File: src/bakery_ticket_arbiter_core_defines.svh
// Assertion macros shared by the bakery ticket arbiter RTL.
// No dependencies; included by the files that carry assertions.
`ifndef BAKERY_TICKET_ARBITER_CORE_DEFINES_SVH
`define BAKERY_TICKET_ARBITER_CORE_DEFINES_SVH

`ifndef ASSERT_OFF
`define BTA_ASSERT(label, clk, rst_n, prop, msg) \
	label: assert property (@(posedge clk) disable iff (!rst_n) (prop)) else $error(msg);
`define BTA_ASSERT_NEVER(label, clk, rst_n, prop, msg) \
	label: assert property (@(posedge clk) disable iff (!rst_n) !(prop)) else $error(msg);
`else
`define BTA_ASSERT(label, clk, rst_n, prop, msg)
`define BTA_ASSERT_NEVER(label, clk, rst_n, prop, msg)
`endif

`endif

File: src/bta_pkg.sv
// Shared types and constants for the bakery ticket arbiter.
// No dependencies; used by every module of the block except bta_ram.
package bta_pkg;

	localparam int MAX_REQUESTERS_DEF = 16;
	localparam int TICKET_BITS_DEF    = 16;

	localparam int ID_W     = 4;
	localparam int ID_SPACE = 16;
	localparam int ACT_W    = 5;
	localparam int ISSUE_W  = 16;

	localparam logic [ACT_W-1:0] ACT_RESET = 5'd16;

	localparam logic FUNC_REQUEST = 1'b0;
	localparam logic FUNC_RELEASE = 1'b1;

	localparam logic [1:0] ST_OK       = 2'd0;
	localparam logic [1:0] ST_BAD_ID   = 2'd1;
	localparam logic [1:0] ST_DUP      = 2'd2;
	localparam logic [1:0] ST_OVERFLOW = 2'd3;

	typedef struct packed {
		logic            func;
		logic [ID_W-1:0] requester_id;
	} req_item_t;

	typedef struct packed {
		logic [1:0]         status;
		logic [ISSUE_W-1:0] issued_ticket;
		logic               holder_valid;
		logic [ID_W-1:0]    holder_id;
	} rsp_item_t;

	typedef struct packed {
		logic latch;
		logic check;
		logic walk;
		logic load_out;
	} bta_cmd_t;

	typedef struct packed {
		logic walk_last;
		logic none_active;
	} bta_stat_t;

endpackage

File: src/bta_ram.sv
// Generic single-write, single-read RAM with registered read data.
// No dependencies.
module bta_ram #(
	parameter int WIDTH = 16,
	parameter int DEPTH = 16
) (
	input  logic                     clk,
	input  logic                     we,
	input  logic [$clog2(DEPTH)-1:0] waddr,
	input  logic [WIDTH-1:0]         wdata,
	input  logic [$clog2(DEPTH)-1:0] raddr,
	output logic [WIDTH-1:0]         rdata
);

	logic [WIDTH-1:0] mem [DEPTH];

	always_ff @(posedge clk) begin
		if (we) begin
			mem[waddr] <= wdata;
		end
		rdata <= mem[raddr];
	end

endmodule

File: src/bta_dp.sv
// Datapath: config register, ticket RAM with held flags, ticket walk and result register.
// Depends on bta_pkg, bta_ram and the assertion macro header.
`include "bakery_ticket_arbiter_core_defines.svh"

module bta_dp import bta_pkg::*; #(
	parameter int MAX_REQ = MAX_REQUESTERS_DEF,
	parameter int TB      = TICKET_BITS_DEF
) (
	input  logic             clk,
	input  logic             arst_n,
	input  logic             cfg_valid,
	input  logic [ACT_W-1:0] cfg_data,
	input  req_item_t        req_item,
	input  bta_cmd_t         cmd,
	output bta_stat_t        stat,
	output rsp_item_t        rsp_item
);

	localparam int AW  = $clog2(MAX_REQ);
	localparam int LIM = (MAX_REQ < ID_SPACE) ? MAX_REQ : ID_SPACE;
	localparam int CW  = AW + ACT_W;
	localparam logic [TB-1:0] TICKET_TOP = {TB{1'b1}};

	logic [ACT_W-1:0]   active_q;
	logic [ACT_W-1:0]   n_eff;
	logic               func_q;
	logic [ID_W-1:0]    id_q;
	logic [1:0]         st_q;
	logic [MAX_REQ-1:0] held_q;
	logic [AW-1:0]      cnt_q;
	logic               rd_v_s1;
	logic               ent_v_s1;
	logic [AW-1:0]      idx_s1;
	logic [TB-1:0]      max_q;
	logic [TB-1:0]      min_t_q;
	logic [AW-1:0]      min_id_q;
	logic               found_q;
	logic [TB-1:0]      ram_rdata;
	logic [AW-1:0]      id_slot;
	logic               bad;
	logic               issue;
	logic               ram_we;
	logic [TB-1:0]      new_ticket;
	rsp_item_t          rsp_q;

	assign n_eff   = (active_q > ACT_W'(LIM)) ? ACT_W'(LIM) : active_q;
	assign id_slot = AW'(id_q);
	assign bad     = ACT_W'(id_q) >= n_eff;

	assign stat.walk_last   = CW'(cnt_q) == (CW'(n_eff) - CW'(1));
	assign stat.none_active = n_eff == '0;

	// Overflow is only known once the walk has found the largest ticket.
	assign issue      = (st_q == ST_OK) && (func_q == FUNC_REQUEST) && (max_q != TICKET_TOP);
	assign ram_we     = cmd.load_out && issue;
	assign new_ticket = max_q + TB'(1);

	always_ff @(posedge clk or negedge arst_n) begin
		if (!arst_n) begin
			active_q <= ACT_RESET;
		end else if (cfg_valid) begin
			active_q <= cfg_data;
		end
	end

	always_ff @(posedge clk) begin
		if (cmd.latch) begin
			func_q <= req_item.func;
			id_q   <= req_item.requester_id;
		end
		if (cmd.check) begin
			if (bad) begin
				st_q <= ST_BAD_ID;
			end else if (func_q == FUNC_REQUEST && held_q[id_slot]) begin
				st_q <= ST_DUP;
			end else begin
				st_q <= ST_OK;
			end
		end
	end

	// A held flag stands for a nonzero ticket; issued tickets are never zero.
	always_ff @(posedge clk or negedge arst_n) begin
		if (!arst_n) begin
			held_q <= '0;
		end else begin
			if (cmd.check && func_q == FUNC_RELEASE && !bad) begin
				held_q[id_slot] <= 1'b0;
			end
			if (ram_we) begin
				held_q[id_slot] <= 1'b1;
			end
		end
	end

	always_ff @(posedge clk or negedge arst_n) begin
		if (!arst_n) begin
			cnt_q   <= '0;
			rd_v_s1 <= 1'b0;
		end else begin
			rd_v_s1 <= cmd.walk;
			if (cmd.check) begin
				cnt_q <= '0;
			end else if (cmd.walk) begin
				cnt_q <= AW'(cnt_q + AW'(1));
			end
		end
	end

	always_ff @(posedge clk) begin
		ent_v_s1 <= held_q[cnt_q];
		idx_s1   <= cnt_q;
	end

	// Ascending walk with a strict compare keeps ties on the lower id.
	always_ff @(posedge clk or negedge arst_n) begin
		if (!arst_n) begin
			found_q <= 1'b0;
		end else if (cmd.check) begin
			found_q <= 1'b0;
		end else if (rd_v_s1 && ent_v_s1) begin
			found_q <= 1'b1;
		end
	end

	always_ff @(posedge clk) begin
		if (cmd.check) begin
			max_q <= '0;
		end else if (rd_v_s1 && ent_v_s1) begin
			if (ram_rdata > max_q) begin
				max_q <= ram_rdata;
			end
			if (!found_q || ram_rdata < min_t_q) begin
				min_t_q  <= ram_rdata;
				min_id_q <= idx_s1;
			end
		end
	end

	always_ff @(posedge clk) begin
		if (cmd.load_out) begin
			if (issue) begin
				rsp_q.status        <= ST_OK;
				rsp_q.issued_ticket <= ISSUE_W'(new_ticket);
				rsp_q.holder_valid  <= 1'b1;
				rsp_q.holder_id     <= found_q ? ID_W'(min_id_q) : id_q;
			end else begin
				rsp_q.status <= (st_q == ST_OK && func_q == FUNC_REQUEST) ? ST_OVERFLOW : st_q;
				rsp_q.issued_ticket <= '0;
				rsp_q.holder_valid  <= found_q;
				rsp_q.holder_id     <= found_q ? ID_W'(min_id_q) : '0;
			end
		end
	end

	assign rsp_item = rsp_q;

	bta_ram #(
		.WIDTH (TB),
		.DEPTH (MAX_REQ)
	) u_ram (
		.clk   (clk),
		.we    (ram_we),
		.waddr (id_slot),
		.wdata (new_ticket),
		.raddr (cnt_q),
		.rdata (ram_rdata)
	);

	`BTA_ASSERT_NEVER(a_issue_to_free_slot, clk, arst_n, ram_we && held_q[id_slot], "ticket issued to a requester already holding one")
	`BTA_ASSERT_NEVER(a_no_issue_at_top, clk, arst_n, ram_we && max_q == TICKET_TOP, "ticket issued past the top value")
	`BTA_ASSERT(a_issue_sets_held, clk, arst_n, ram_we |=> held_q[$past(id_slot)], "held flag not set after issue")

endmodule

File: src/bta_ctrl.sv
// Controller: sequences accept, check, ticket walk and result load.
// Depends on bta_pkg and the assertion macro header.
`include "bakery_ticket_arbiter_core_defines.svh"

module bta_ctrl import bta_pkg::*; (
	input  logic      clk,
	input  logic      arst_n,
	input  logic      req_valid,
	output logic      req_ready,
	output logic      rsp_valid,
	input  logic      rsp_ready,
	input  bta_stat_t stat,
	output bta_cmd_t  cmd
);

	typedef enum logic [4:0] {
		S_IDLE   = 5'b00001,
		S_CHECK  = 5'b00010,
		S_WALK   = 5'b00100,
		S_DRAIN  = 5'b01000,
		S_COMMIT = 5'b10000
	} state_t;

	state_t state_q;
	state_t state_d;
	logic   out_valid_q;

	assign req_ready = state_q == S_IDLE;
	assign rsp_valid = out_valid_q;

	always_comb begin
		state_d      = state_q;
		cmd.latch    = 1'b0;
		cmd.check    = 1'b0;
		cmd.walk     = 1'b0;
		cmd.load_out = 1'b0;
		case (state_q)
			S_IDLE: begin
				cmd.latch = req_valid;
				if (req_valid) begin
					state_d = S_CHECK;
				end
			end
			S_CHECK: begin
				cmd.check = 1'b1;
				state_d   = stat.none_active ? S_COMMIT : S_WALK;
			end
			S_WALK: begin
				cmd.walk = 1'b1;
				if (stat.walk_last) begin
					state_d = S_DRAIN;
				end
			end
			S_DRAIN: begin
				state_d = S_COMMIT;
			end
			S_COMMIT: begin
				// result register frees up when empty or taken this cycle
				cmd.load_out = !out_valid_q || rsp_ready;
				if (cmd.load_out) begin
					state_d = S_IDLE;
				end
			end
			default: begin
				state_d = S_IDLE;
			end
		endcase
	end

	always_ff @(posedge clk or negedge arst_n) begin
		if (!arst_n) begin
			state_q     <= S_IDLE;
			out_valid_q <= 1'b0;
		end else begin
			state_q <= state_d;
			if (cmd.load_out) begin
				out_valid_q <= 1'b1;
			end else if (rsp_ready) begin
				out_valid_q <= 1'b0;
			end
		end
	end

	`BTA_ASSERT(a_accept_to_check, clk, arst_n, (req_valid && req_ready) |=> state_q == S_CHECK, "accepted beat not followed by check")
	`BTA_ASSERT(a_drain_after_walk, clk, arst_n, state_q == S_DRAIN |-> $past(state_q) == S_WALK, "drain entered without a walk")
	`BTA_ASSERT(a_load_shows_result, clk, arst_n, cmd.load_out |=> rsp_valid, "loaded result not presented")

endmodule

File: src/bakery_ticket_arbiter_core.sv
// Bakery ticket arbiter. Each request or release beat yields one result beat
// giving the status, the issued ticket and the current holder (smallest
// nonzero ticket among active ids, ties to the lower id). The time per item is
// set by the active requester count n (saturated at 16): the datapath walks
// the ticket RAM one entry a cycle through its single registered read port to
// find the largest and smallest tickets. After the input beat is accepted the
// controller steps through a check state, a walk state over the active ids, a
// drain state for the read pipeline and a commit state that loads the result;
// commit waits while the output register holds an untaken result. The next
// input beat is taken only once the controller is back in idle. With no id
// active the walk and the drain are skipped.
// A finished result waits in an output register while the next beat is taken.
// A second result then waits in the commit state until the first is taken, and
// no further input beat is accepted meanwhile.
// The configuration register may be written at any time the block is idle.
module bakery_ticket_arbiter_core import bta_pkg::*; #(
	parameter int MAX_REQUESTERS = MAX_REQUESTERS_DEF,
	parameter int TICKET_BITS    = TICKET_BITS_DEF
) (
	input  logic             clk,
	input  logic             arst_n,
	input  logic             req_valid,
	output logic             req_ready,
	input  req_item_t        req_item,
	output logic             rsp_valid,
	input  logic             rsp_ready,
	output rsp_item_t        rsp_item,
	input  logic             cfg_valid,
	output logic             cfg_ready,
	input  logic [ACT_W-1:0] cfg_data
);

	bta_cmd_t  cmd;
	bta_stat_t stat;

	assign cfg_ready = 1'b1;

	bta_ctrl u_ctrl (
		.clk       (clk),
		.arst_n    (arst_n),
		.req_valid (req_valid),
		.req_ready (req_ready),
		.rsp_valid (rsp_valid),
		.rsp_ready (rsp_ready),
		.stat      (stat),
		.cmd       (cmd)
	);

	bta_dp #(
		.MAX_REQ (MAX_REQUESTERS),
		.TB      (TICKET_BITS)
	) u_dp (
		.clk       (clk),
		.arst_n    (arst_n),
		.cfg_valid (cfg_valid),
		.cfg_data  (cfg_data),
		.req_item  (req_item),
		.cmd       (cmd),
		.stat      (stat),
		.rsp_item  (rsp_item)
	);

endmodule
File: config.mk
export PLATFORM = sky130hd
export DESIGN_NAME = bakery_ticket_arbiter_core
export DESIGN_NICKNAME = d
export VERILOG_FILES = /design/src/bta_pkg.sv /design/src/bta_ram.sv /design/src/bta_dp.sv /design/src/bta_ctrl.sv /design/src/bakery_ticket_arbiter_core.sv
export VERILOG_INCLUDE_DIRS = /design/src /design/src/src
export SDC_FILE = /design/constraint.sdc
export NUM_CORES = 1
export LEC_CHECK = 0
export ABC_AREA = 1
export BUFFER_PORTS_ARGS = -buffer_cell sky130_fd_sc_hd__buf_2
export CORE_ASPECT_RATIO = 1.4
export CORE_MARGIN = 8
export CORE_UTILIZATION = 30
export CTS_CLUSTER_DIAMETER = 60
export DETAILED_ROUTE_END_ITERATION = 16
export GPL_ROUTABILITY_DRIVEN = 0
export PLACE_DENSITY_LB_ADDON = 0.08
export SLEW_MARGIN = 20
export SYNTH_ARGS = -nofsm -noshare
export SYNTH_HDL_FRONTEND = slang
export SYNTH_HIERARCHICAL = 1
export SYNTH_SLANG_ARGS = --single-unit
File: constraint.sdc
create_clock -name clk -period 7.2 [get_ports clk]
set_input_delay 1.44 -clock clk [delete_from_list [all_inputs] [get_ports clk]]
set_output_delay 1.44 -clock clk [all_outputs]
set_load 0.02 [all_outputs]
**Word-level counts from Yosys, hierarchy flattened**

Memories as Yosys holds them, arrays and structs flattened. A register that Yosys moved wholly into a read port is not among the register bits.
Index checks and enable logic that the tools add are counted.
Widths: inputs -> output; s select.

- Register bits after elaboration: 104
- Bits in latches: 0
- RAM bits: 256
- ROM bits: 0
- Input port bits: 15
- Output and inout port bits: 26
- Logic and storage cells: 97
- Memories kept: 1

Memory list:

| memory | words | bits a word | rd ports | clocked after memory_dff | write ports | line | source |
|---|---|---|---|---|---|---|---|
| u_dp.u_ram.mem | 16 | 16 | 1 | 1 | 1 | bta_ram.sv:15 | `logic [WIDTH-1:0] mem [DEPTH];` |

- Add/subtract/negate cells: 3
- Multiply operators: 0
- Div/mod/pow operators: 0
- $lt $le $gt $ge: 7
- Equality and inequality tests: 10
- Shift operators: 0
- Muxes and demuxes: 31
- Bitwise logic cells: 5
- Reduce and logical (&&, ||, !) cells: 21

Operator list:

| kind | count |
|---|---|
| $mux 16 | 2 |
| $mux 5 | 5 |
| $pmux 5 s5 | 1 |
| $mux 4 | 5 |
| $add 16x1->16 const B | 1 |
| $and 16x16->16 | 1 |
| $gt 16x16->1 | 1 |
| $lt 16x16->1 | 1 |
| $ne 16x16->1 const B | 1 |
| $not 16->16 | 1 |
| $or 16x16->16 | 1 |
| $mux 1 | 13 |
| $lt 4x5->1 const B | 2 |
| $eq 4x9->1 | 1 |
| $bmux 1 s4 | 2 |
| $logic_and 1x1->1 | 8 |
| $reduce_and 3->1 | 2 |
| $reduce_bool 2->1 | 3 |
| $sub 5x1->6 const B | 1 |
| $eq 5x1->1 const B | 1 |
| $eq 5x2->1 const B | 1 |
| $eq 5x3->1 const B | 1 |
| $eq 5x4->1 const B | 1 |
| $eq 5x5->1 const B | 1 |
| 14 further kinds | 20 |

**Logic depth before layout (Yosys ltp)**

Gate-level depths: netlist of run 1.

- Depth in word-level cells: 9
- Depth in mapped cells: 15
- Mapped depth without buffers: 14

**Modules after synthesis**

The synthesis of run 1 kept the hierarchy.

By module, submodules not included:

| module | times used | cells each | area each (µm²) | seq. area each (µm²) |
|---|---|---|---|---|
| bta_ram | 1 | 1,074 | 11,380.9 | 8,007.7 |
| bta_dp | 1 | 695 | 5,585.4 | 2,598.7 |
| bta_ctrl | 1 | 45 | 341.6 | 151.4 |
| bakery_ticket_arbiter_core | 1 | 2 | 11.3 | 0.0 |

**Worst setup path after synthesis of run 1**

OpenSTA, ideal clock, no wires.

- Kind: input port to flip-flop
- Start: input port rsp_ready
- End: memory u_dp.u_ram.mem[12][0], enable pin
- Library setup time: 0.388 ns
- Arrival time: 4.038 ns
- Required time: 6.812 ns
- Slack: 2.774 ns
- Stages: 7
- Buffers on the path: 1
- Cell sequence: nor2_1 > nor2_1 > inv_1 > nor2_4 > buf_2 > nand3_1 > nor2_1

RTL lines:

| element | line | source |
|---|---|---|
| start, declared | bakery_ticket_arbiter_core.sv:26 | `input logic rsp_ready,` |
| end, declared | bta_ram.sv:15 |  |

**Worst setup path in the final report of run 1**

- Start: register u_dp.max_q[0]
- End: memory u_dp.u_ram.mem[9][3], enable pin

- Longest elaborated chain between the ends: 5

RTL lines:

| element | line | source |
|---|---|---|
| start, declared | bta_dp.sv:34 | `logic [TB-1:0] max_q;` |
| start signal, assigned | bta_dp.sv:131 | `max_q <= ram_rdata;` |
| $ne 16x16->1 | bta_dp.sv:54 | `assign issue = (st_q == ST_OK) && (func_q == FUNC_REQUEST) && (max_q != TICKET_TOP);` |
| $logic_and 1x1->1 | bta_dp.sv:54 |  |
| $logic_and 1x1->1 | bta_dp.sv:55 | `assign ram_we = cmd.load_out && issue;` |
| $mux 1 | bta_ram.sv:18 | `if (we) begin` |
| $mux 1 (not written as such) | bta_ram.sv:19 | `mem[waddr] <= wdata;` |

No other way between the ends.

==> PnR_summary.wiki, run 1 <==
{| class="wikitable"
! Metric !! Value
|-
| Floorplan Core Area || 57250 µm²
|-
| Synth top area cells || edfxtp_1 53%, nand2_1 10%, nand3_1 7.8%
|-
| Required time of the worst setup path || 7.36 ns
|-
| Average instance area after synthesis || about 9.5 µm²
|-
| TritonCTS clock tree || yes
|-
| Worst Max-Slew Pin Slew || about 1.1 ns
|-
| Post-synthesis async set-or-reset flop share || under 10%
|-
| Status || finished, final reports clean
|-
| Post-DP HPWL || around 35000 µm
|-
| Number of pins with negative max-slew slack in the final report || 0
|-
| Number of enable flip-flop cells after synthesis || roughly 300
|-
| Mean routed wirelength per cell || 20.67 µm
|-
| R2R setup slack || 3.47 ns
|-
| Area share of the largest cell type after synthesis || between 50% and 60%
|-
| Routed vias || approximately 12000
|-
| Most repeated cell in the gate-level netlist after synthesis || nand2_1
|-
| Worst flop-to-flop path endpoint || u_dp/u_ram/mem[9][3]$_DFFE_PP_
|-
| Primary FF master, synth || edfxtp_1
|-
| Remaining global-route overflow || 0
|-
| Highest achievable clock rate || 268.1 MHz
|-
| Cells after synthesis || about 1800
|-
| Maxcap violations || 0
|-
| Class of the tightest hold or removal check || flop to flop
|-
| Fill cell instance count of the final layout || a little under 6000
|-
| Maximum vdd ir drop || between 200 and 250 µV
|-
| CTS-repair resized insts || 0
|-
| Postcts setup bufs || 0
|-
| Worst r2r path cells || 10
|-
| Setup slack after layout || 3.469 ns
|-
| Worst-case clock skew || 0.01354 ns
|-
| Total number of placement rows || between 100 and 150
|-
| Final WL || 54020 µm
|-
| Count of buffers inserted at the top-level ports || 39
|-
| Area added between synthesis and finish || 13.76%
|-
| Number of synthesis warnings || 6
|-
| Leakage power figure || 8.389 nW
|-
| Area of the die || between 60000 and 70000 µm²
|-
| Horiz. Die Dim || between 200 and 250 µm
|-
| Launching element type of the critical path || flop
|-
| Finished layout cell area || between 15000 and 20000 µm²
|-
| Register bit count reported by yosys || between 300 and 400
|-
| NumNets Final || 1897
|-
| Final hold violation count || 0
|-
| Root buf cell || clkbuf_16
|-
| Max Buffers Root-to-Sink || 3
|-
| H-tree depth || 2
|-
| Hold-fix buffers at CTS || 0
|-
| Startpoint of the worst register-to-register path || u_dp/max_q[0]$_SDFFE_PP0P_
|-
| Endpoint class of the critical path || flop
|-
| Fraction of the yosys area taken by sequential cells || between 60% and 70%
|-
| Crit share post-route || roughly half
|-
| Total power per unit cell area || slightly below 400 nW/µm²
|-
| Top cells by instance count after synthesis || 477 x nand2_1, 320 x inv_1, 306 x edfxtp_1
|-
| Worst-Skew Late Latency || 0.55 ns
|-
| Count of unique library cells instantiated by Yosys || 41
|-
| Worst setup path start || u_dp/max_q[0]$_SDFFE_PP0P_
|-
| Worst slew margin relative to its limit || just under 30%
|-
| Clock buffers created by TritonCTS || 42
|-
| Number of top-level design ports || 41
|-
| Unrepaired setup endpoints after global routing || no
|-
| First-pass GRT wire length || between 70000 and 80000 µm
|-
| Post-Syn Nets || ~1900
|-
| Starting DRC count in detailed routing || approximately 770
|-
| Detailed-routing iteration count for the pre-antenna-repair pass || 5
|-
| Die height || around 300 µm
|-
| Critical path arrival || 3.89 ns
|-
| Initial core utilization || between 30% and 40%
|-
| Mean number of vias per cell || about 4.6
|-
| Vias in the first global route || about 12000
|-
| Number of remaining DRC errors || 0
|-
| Global-route total usage across every layer || approximately 16%
|-
| Total setup violations reported at the end of the flow || 0
|-
| Placement-stage worst setup slack || around 3.2 ns
|-
| Worst-path clk slew || roughly 0.060 ns
|-
| Placed Instance Area || 18380 µm²
|-
| Antenna violations before repair || 3
|-
| Min Tclk post-route || approximately 3.7 ns
|-
| Max FO, Critical Path || 21
|-
| Count of nets left with antenna violations after detail routing || 0
|-
| Largest net degree at the start of global routing || 77
|-
| Total clock sinks || ~380
|-
| Critical path destination || u_dp/u_ram/mem[9][3]$_DFFE_PP_
|-
| Overall power after layout || about 0.0077 W
|-
| Setup CP Type || flop to flop
|-
| Antenna diodes || 0
|-
| Largest area contributor in the synthesized netlist || edfxtp_1
|-
| Combined area of all synthesized cells || around 17000 µm²
|-
| Layout cell share with drive strength beyond 1 || ~8.7%
|-
| TNS Setup || 0 ns
|}
## logic make-up (layout without fill, tap and decap cells)
logic type               count (synthesis)  count (layout)  synth area share (%)
AO/OA/AOI/OAI                           91              91                 2.825
XOR/XNOR                                12              12                0.6068
adder cells (fa/ha/maj)                 39              39                 2.818
buffers and inverters                  397             452                 9.435
flip-flops                             376             376                 62.12
other                                    1               1               0.02165
AND/OR/NAND/NOR                        900             900                 22.18
## stage by stage
stage                     instances  hold WS (ns)  utilization, %
after CTS                      2613        0.4124           34.41
after detailed placement       2541        0.4035           32.10
after global routing           2613        0.4251           34.41
final                          2613        0.4073           34.41
after global placement         2541        0.3874           32.10
after floorplan                1816        0.3855               -
## registers in the layout (all words and copies together) (netlist names)
signal / flops
u_dp/u_ram/rdata: 16
u_dp/ent_v_s1: 1
u_dp/min_t_q: 16
u_dp/u_ram/mem: 256
u_dp/active_q: 5
u_ctrl/state_q: 5
u_dp/rd_v_s1: 1
u_dp/func_q: 1
u_dp/found_q: 1
u_dp/min_id_q: 4
u_dp/idx_s1: 4
u_dp/st_q: 2
u_dp/id_q: 4
u_dp/cnt_q: 4
u_dp/rsp_item: 23
u_ctrl/rsp_valid: 1
u_dp/held_q: 16
u_dp/max_q: 16
## worst max-delay path: stages, from the launching register on
cell,delay (ns)
dfxtp_1,0.37
ha_1,0.24
nand2_1,0.13
inv_1,0.10
nand2_1,0.17
nor2_1,0.14
nand3_1,0.11
nand2_2,0.28
nor2_4,0.66
nand3b_1,0.35
nor2_2,0.78
## placed cells by master (no fill, tap or decap), types with 2 or more instances in the layout
cell type	n
buf_2	39
dfxtp_1	37
xor2_4	8
buf_4	15
clkinv_2	3
edfxtp_1	306
ha_1	39
dfstp_2	2
xor2_2	2
o22ai_1	8
clkinvlp_4	2
a21oi_1	45
o21ai_0	28
nor2_1	97
nor2_4	3
o31ai_1	4
nand3_1	269
clkbuf_16	43
dfrtp_1	28
nand2_1	476
nand2_2	3
dfrtp_2	2
inv_1	320
inv_6	2
nand3b_1	2
nor2_2	20
inv_2	3
nand4_1	7
nor3_1	16
bufinv_16	4
clkbuf_1	9
clkinv_1	10
## per-layer routing
metal  vias up  track usage (%)  share of wire (%)
li1       5925                -                  -
met1      5687            19.13                 39
met2       267            30.38                 53
met3        87            1.700                3.4
met4         0            6.843                4.2
met5         -                0                  0
## how the worst min path moves through the flow
stage	from	endpoint	depth (start not counted)
finish	u_dp/idx_s1[2]$_DFF_P_	u_dp/min_id_q[2]$_DFFE_PP_	0
global route	u_dp/idx_s1[3]$_DFF_P_	u_dp/min_id_q[3]$_DFFE_PP_	0
CTS	u_dp/idx_s1[2]$_DFF_P_	u_dp/min_id_q[2]$_DFFE_PP_	0
detailed placement	u_dp/idx_s1[2]$_DFF_P_	u_dp/min_id_q[2]$_DFFE_PP_	0
global placement	u_dp/idx_s1[2]$_DFF_P_	u_dp/min_id_q[2]$_DFFE_PP_	0
floorplan	u_dp/idx_s1[0]$_DFF_P_	u_dp/min_id_q[0]$_DFFE_PP_	0
## area by class of cell
cell class	count	area [µm²]	area share [%]
multi-input combinational	1043	5154	26.16
inverter	326	1226	6.224
timing repair buffer	54	307.8	1.562
clock buffer	53	1124	5.703
tap	742	928.4	4.712
sequential	376	10760	54.64
clock inverter	19	197.7	1.003
## report_power, final
part           internal, W  total [W]  switching (W)
clock              0.00124    0.00212       0.000880
sequential         0.00273    0.00304       0.000308
combinational     0.000645    0.00252        0.00187
No activity file was read; power rests on OpenSTA's default activity.
==> inputs of run 2 (changes only) <==
==> constraint.sdc (replaced) <==
create_clock -name clk -period 3.45 [get_ports clk]
set_input_delay 0.69 -clock clk [delete_from_list [all_inputs] [get_ports clk]]
set_output_delay 0.69 -clock clk [all_outputs]
set_load 0.02 [all_outputs]
==> PnR_summary.wiki, run 2 (same netlist as run 1, synthesis figures left out) <==
{| class="wikitable"
! Metric !! Value
|-
| Clock buffers created by TritonCTS || 42 (unchanged)
|-
| Worst slew margin relative to its limit || 40.38% (+11 points)
|-
| Number of pins with negative max-slew slack in the final report || 0 (unchanged)
|-
| Final WL || 50830 µm (-5.9%)
|-
| Most used cells in the layout excluding fill and tap cells || 476 x nand2_1, 320 x inv_1, 306 x edfxtp_1
|-
| Global-route total usage across every layer || 15.45% (-1.0 points)
|-
| Routed vias || 12130 (+1.4%)
|-
| Worst-path clk slew || 0.06 ns (about the same)
|-
| CTS-repair resized insts || 0 (unchanged)
|-
| Total setup violations reported at the end of the flow || 0 (unchanged)
|-
| Die height || 300.3 µm (unchanged)
|-
| Mean routed wirelength per cell || 19.18 µm (-7.2%)
|-
| Hold-fix buffers at CTS || 0 (unchanged)
|-
| TritonCTS clock tree || yes
|-
| NumNets Final || 1928 (+1.6%)
|-
| Class of the tightest hold or removal check || primary input to async pin
|-
| Worst-case clock skew || 0.02311 ns (+0.009568 ns)
|-
| TNS Setup || 0 ns (unchanged)
|-
| Final hold violation count || 0 (unchanged)
|-
| Highest achievable clock rate || 366.1 MHz (+37%)
|-
| Crit share post-route || 79.17% (+27 points)
|-
| Post-DP HPWL || 33450 µm (-4.6%)
|-
| Area of the die || 65780 µm² (unchanged)
|-
| Worst path bufs/invs || 2 (+1)
|-
| Final hold slack || 0.2330 ns (-0.1743 ns)
|-
| Status || finished, final reports clean
|-
| Area added between synthesis and finish || 14.44%
|-
| Endpoint class of the critical path || flop
|-
| Root buf cell || clkbuf_16
|-
| Maximum vdd ir drop || 426.2 µV (+100%)
|-
| Total clock sinks || 376 (unchanged)
|-
| Area taken by multi-input logic gates || 4981 µm² (-3.4%)
|-
| Cell type of the slowest stage on the worst timing path || nor2_2
|-
| Reg with most FFs || u_dp/u_ram/mem
|-
| Critical Path Max Stage Delay || 0.53 ns (-0.25 ns)
|-
| Number of remaining DRC errors || 0 (unchanged)
|-
| Postcts setup bufs || 0 (unchanged)
|-
| Total number of placement rows || 104 (unchanged)
|-
| Vias in the first global route || 12190 (+0.94%)
|-
| Leakage power figure || 8.553 nW (+2.0%)
|-
| Area taken by flip-flops and latches || 10760 µm² (unchanged)
|-
| Worst setup path start || u_dp/max_q[0]$_SDFFE_PP0P_
|-
| Fill cell instance count of the final layout || 5895 (-0.068%)
|-
| R2R setup slack || 0.72 ns (-2.75 ns)
|-
| H-tree depth || 2 (unchanged)
|-
| Remaining global-route overflow || 0 (unchanged)
|-
| Commonest non-fill, non-tap cell in the layout || nand2_1
|-
| Horiz. Die Dim || 219.1 µm (unchanged)
|-
| Max FO, Critical Path || 9 (-57%)
|-
| Layout cell share with drive strength beyond 1 || 9.649% (+0.99 points)
|-
| Worst r2r path cells || 11 (+1)
|-
| Placed cell count || 2572 (+1.2%)
|-
| Flip-flop count of the largest register after layout || 256 (unchanged)
|-
| Largest net degree at the start of global routing || 129 (+68%)
|-
| Critical path's top delay family || simple AND/OR/NAND/NOR gates
|-
| First-pass GRT wire length || 76350 µm (-4.5%)
|-
| Startpoint of the worst register-to-register path || u_dp/max_q[0]$_SDFFE_PP0P_
|-
| Overall power after layout || 0.01555 W (+100%)
|-
| Mean number of vias per cell || 4.578 (about the same)
|-
| Setup CP Type || flop to flop
|-
| Min Tclk post-route || 2.731 ns (-0.9991 ns)
|-
| Most numerous cell on the critical path || nand2_1
|-
| Count of buffers inserted at the top-level ports || 39 (unchanged)
|-
| Final Core Density || 34.62% (+0.21 points)
|-
| Starting DRC count in detailed routing || 618 (-20%)
|-
| Count of nets left with antenna violations after detail routing || 0 (unchanged)
|-
| Maxcap violations || 0 (unchanged)
|-
| Max Buffers Root-to-Sink || 3 (unchanged)
|-
| Number of top-level design ports || 41 (unchanged)
|-
| Critical path arrival || 2.97 ns (-0.92 ns)
|-
| Worst-Skew Late Latency || 0.55 ns (about the same)
|-
| Total power per unit cell area || 784.6 nW/µm² (+100%)
|-
| Cell Count, Final, Fillers Out || 2650 (+1.4%)
|-
| Initial core utilization || 30.25% (unchanged)
|-
| Cell chain of the critical path || ha_1 -> nand2_1 -> inv_1 -> nand2_1 -> nor2_1 -> nand3_1 -> nand2_2 -> nor2_4 -> nand3b_1 -> nor2_2 -> buf_4
|-
| Required time of the worst setup path || 3.69 ns (-3.67 ns)
|-
| Detailed-routing iteration count for the pre-antenna-repair pass || 5 (unchanged)
|-
| Launching element type of the critical path || flop
|-
| Worst Max-Slew Pin Slew || 0.8942 ns (-0.1638 ns)
|-
| Antenna violations before repair || 0 (-3)
|-
| Floorplan Core Area || 57250 µm² (unchanged)
|-
| Worst flop-to-flop path endpoint || u_dp/u_ram/mem[9][9]$_DFFE_PP_
|-
| Unrepaired setup endpoints after global routing || no
|}
[run 2: cell count changes in the layout (fill, tap and decap cells not counted), sizes merged]
cell      before  now
clkinvlp       2    1
clkbuf        53   58
diode          0    1
buf           54   85
bufinv         4    2
clkinv        13   16
[run 2: per-layer routing]
layer | GRT usage, % | part of all wire [%] | up-vias
li1 | - | - | 5994
met1 | 17.55 | 40 | 5859
met2 | 29.17 | 54 | 201
met3 | 1.579 | 2.6 | 78
met4 | 5.920 | 3.7 | 0
met5 | 0 | 0 | -
[run 2: metrics by stage]
| stage | worst slack, ns | area (µm²) |
|---|---|---|
| after global routing | 0.4645 | 19820 |
| after global placement | 0.7685 | 18510 |
| after floorplan | 0.1893 | 17320 |
| after CTS | 0.6640 | 19820 |
| final | 0.7185 | 19820 |
| after detailed placement | 0.6987 | 18510 |
[run 2: area by class of cell]
class | count | share of cell area [%]
sequential | 376 | 54.31
multi-input combinational | 1043 | 25.13
inverter | 326 | 6.186
clock buffer | 58 | 5.814
tap | 742 | 4.684
timing repair buffer | 85 | 3.106
clock inverter | 19 | 0.7575
antenna | 1 | 0.01263
[run 2: power breakdown]
group | internal (W) | switching [W] | total, W
sequential | 0.00569 | 0.000475 | 0.00617
combinational | 0.00142 | 0.00364 | 0.00506
clock | 0.00249 | 0.00183 | 0.00432
[run 2: how the worst max path moves through the flow]
| stage | to | slack, ns | cells after the start |
|---|---|---|---|
| 2_1_floorplan | u_dp/u_ram/mem[12][0]$_DFFE_PP_ | 0.19 | 7 |
| 3_3_place_gp | u_dp/id_q[0]$_DFFE_PP_ | 0.77 | 12 |
| 3_5_place_dp | u_dp/u_ram/mem[9][0]$_DFFE_PP_ | 0.70 | 11 |
| 4_1_cts | u_dp/u_ram/mem[9][9]$_DFFE_PP_ | 0.66 | 11 |
| 5_1_grt | u_dp/u_ram/mem[9][9]$_DFFE_PP_ | 0.46 | 11 |
| 6_report | u_dp/u_ram/mem[9][9]$_DFFE_PP_ | 0.72 | 11 |
==> inputs of run 3 (changes only) <==
==> constraint.sdc (replaced) <==
create_clock -name clk -period 2.65 [get_ports clk]
set_input_delay 0.53 -clock clk [delete_from_list [all_inputs] [get_ports clk]]
set_output_delay 0.53 -clock clk [all_outputs]
set_load 0.02 [all_outputs]
==> PnR_summary.wiki, run 3 (same netlist as run 1, synthesis figures left out) <==
{| class="wikitable"
! Metric !! Value
|-
| Final Core Density || 35.60% (+0.98 points)
|-
| Count of buffers inserted at the top-level ports || 39 (unchanged)
|-
| Floorplan Core Area || 57250 µm² (unchanged)
|-
| Area of the die || 65780 µm² (unchanged)
|-
| Worst-path clk slew || 0.05 ns (about the same)
|-
| Worst slew margin relative to its limit || 39.51% (-0.88 points)
|-
| Root buf cell || clkbuf_16
|-
| NumNets Final || 1974 (+2.4%)
|-
| Total clock sinks || 376 (unchanged)
|-
| Cell chain of the critical path || nor2_1 -> inv_1 -> ha_1 -> xnor2_1 -> a21oi_1 -> nand3_1 -> nor3_2 -> buf_4 -> inv_1 -> nand3_1 -> nand2_2 -> nor3_2 -> buf_4
|-
| Launching element type of the critical path || flop
|-
| Detailed-routing iteration count for the pre-antenna-repair pass || 5 (unchanged)
|-
| Worst Max-Slew Pin Slew || 0.9064 ns (+0.01214 ns)
|-
| Mean number of vias per cell || 4.594 (+0.35%)
|-
| Fill cell instance count of the final layout || 5887 (-0.14%)
|-
| Highest achievable clock rate || 398.0 MHz (+8.7%)
|-
| Hold depth || 1
|-
| Maxcap violations || 0 (unchanged)
|-
| R2R setup slack || 0.14 ns (-0.58 ns)
|-
| Count of nets left with antenna violations after detail routing || 0 (unchanged)
|-
| Critical path arrival || 2.79 ns (-0.18 ns)
|-
| Number of top-level design ports || 41 (unchanged)
|-
| Class of the tightest hold or removal check || primary input to flop
|-
| H-tree depth || 2 (unchanged)
|-
| First-pass GRT wire length || 78600 µm (+3.0%)
|-
| Flip-flop count of the largest register after layout || 256 (unchanged)
|-
| Worst flop-to-flop path endpoint || u_dp/id_q[1]$_DFFE_PP_
|-
| Hold Path End || u_dp/id_q[2]$_DFFE_PP_
|-
| Clock buffers created by TritonCTS || 43 (+2.4%)
|-
| Worst-Skew Late Latency || 0.58 ns (+0.03 ns)
|-
| TNS Setup || 0 ns (unchanged)
|-
| Vias in the first global route || 12450 (+2.1%)
|-
| Area taken by multi-input logic gates || 4994 µm² (+0.25%)
|-
| Commonest non-fill, non-tap cell in the layout || nand2_1
|-
| Layout cell share with drive strength beyond 1 || 11.93% (+2.3 points)
|-
| Starting DRC count in detailed routing || 635 (+2.8%)
|-
| Total power per unit cell area || 1026 nW/µm² (+31%)
|-
| Max Buffers Root-to-Sink || 3 (unchanged)
|-
| Busiest metal layer after global routing || met2
|-
| Worst-case clock skew || 0.03381 ns (+0.01070 ns)
|-
| Reg with most FFs || u_dp/u_ram/mem
|-
| Worst Min Path Start || req_item[2]
|-
| Crit share post-route || 94.82% (+16 points)
|-
| Largest net degree at the start of global routing || 95 (-26%)
|-
| Placed cell count || 2616 (+1.7%)
|-
| Area taken by flip-flops and latches || 10760 µm² (unchanged)
|-
| Critical Path Max Stage Delay || 0.55 ns (+0.02 ns)
|-
| Post-DP HPWL || 34270 µm (+2.5%)
|-
| Area added between synthesis and finish || 17.69%
|-
| Met1 track utilization from global routing || 17.80% (+0.25 points)
|-
| Startpoint of the worst register-to-register path || u_dp/active_q[4]$_DFFE_PN1P_
|-
| Maximum vdd ir drop || 505.8 µV (+19%)
|-
| Max FO, Critical Path || 5 (-4)
|-
| Worst setup path start || u_dp/active_q[4]$_DFFE_PN1P_
|-
| Initial core utilization || 30.25% (unchanged)
|-
| Status || finished, final reports clean
|-
| Global-route total usage across every layer || 16.02% (+0.57 points)
|-
| Horiz. Die Dim || 219.1 µm (unchanged)
|-
| TritonCTS clock tree || yes
|-
| Met2 usage in global routing || 30.15% (+0.98 points)
|-
| Number of pins with negative max-slew slack in the final report || 0 (unchanged)
|-
| Remaining global-route overflow || 0 (unchanged)
|-
| Most used cells in the layout excluding fill and tap cells || 476 x nand2_1, 320 x inv_1, 306 x edfxtp_1
|-
| Total number of placement rows || 104 (unchanged)
|-
| Cell type of the slowest stage on the worst timing path || dfstp_2
|-
| Endpoint class of the critical path || flop
|-
| Final WL || 52520 µm (+3.3%)
|-
| Min Tclk post-route || 2.513 ns (-0.2186 ns)
|-
| Number of remaining DRC errors || 0 (unchanged)
|-
| Die height || 300.3 µm (unchanged)
|-
| Worst r2r path cells || 13 (+2)
|-
| Leakage power figure || 8.853 nW (+3.5%)
|-
| Total setup violations reported at the end of the flow || 0 (unchanged)
|-
| Required time of the worst setup path || 2.93 ns (-0.76 ns)
|-
| Final hold violation count || 0 (unchanged)
|-
| Routed vias || 12390 (+2.1%)
|-
| Setup CP Type || flop to flop
|-
| Mean routed wirelength per cell || 19.48 µm (+1.6%)
|-
| Cell Count, Final, Fillers Out || 2696 (+1.7%)
|-
| Met3 routing resource usage after global routing || 2.303% (+0.72 points)
|-
| Antenna violations before repair || 0 (unchanged)
|}
## run 3: changes by cell type in the layout (fill, tap and decap cells not counted), sizes merged
| cell | change |
|---|---|
| buf | +44 |
| inv | +2 |
| bufinv | +1 |
| clkinv | -5 |
| dlygate4sd3 | +1 |
| clkbuf | +3 |
## run 3: power by group
part,total [W],switching [W],internal (W)
clock,0.00596,0.00244,0.00353
sequential,0.00790,0.000486,0.00741
combinational,0.00705,0.00488,0.00217
## run 3: area by class of cell
class                      instances  share of cell area, %
inverter                         326                  6.016
antenna                            1                0.01228
clock buffer                      61                  6.016
clock inverter                    17                 0.8532
multi-input combinational       1043                  24.50
timing repair buffer             130                  5.242
tap                              742                  4.555
sequential                       376                  52.81
## run 3: worst max path at each step
stage | to | slack, ns
3_5_place_dp | u_dp/func_q$_DFFE_PP_ | 0.07
5_1_grt | u_dp/id_q[3]$_DFFE_PP_ | -0.03
3_3_place_gp | u_dp/func_q$_DFFE_PP_ | 0.08
2_1_floorplan | u_dp/u_ram/mem[12][0]$_DFFE_PP_ | -0.06
4_1_cts | u_dp/id_q[1]$_DFFE_PP_ | 0.05
6_report | u_dp/id_q[1]$_DFFE_PP_ | 0.14
## run 3: through the flow
stage          total power [W]  area [µm²]  setup WS [ns]  hold WS, ns
2_1_floorplan          0.01231       17370       -0.06411       0.2344
3_3_place_gp           0.01520       18960        0.07765       0.3883
3_5_place_dp           0.01519       18960        0.07264       0.3895
4_1_cts                0.02129       20370        0.04864       0.1069
5_1_grt                0.02228       20380       -0.02501       0.1192
6_report               0.02091       20380         0.1372       0.1463
## run 3: repair_timing
action	CTS	global route
endpoints found under the setup margin	0	5
hold endpoints to repair	18	0
gates resized for setup	0	3
hold buffers	1	0
buffers inserted	0	0
## run 3: layer usage
layer	part of all wire, %	vias to the layer above
met4	3.7	0
met2	54	201
met1	39	6008
met5	0	-
li1	-	6086
met3	3.1	91
## run 3: worst max-delay path, delay by kind of cell (launching register included)
family / cells / cell delay (ns)
AOI/OAI and AO/OA: 1 / 0.14
xor gates and xnor gates: 1 / 0.13
adders and majority gates: 1 / 0.26
and+or+nand+nor: 6 / 0.63
buffers and inverters: 4 / 0.49
DFF: 1 / 0.55
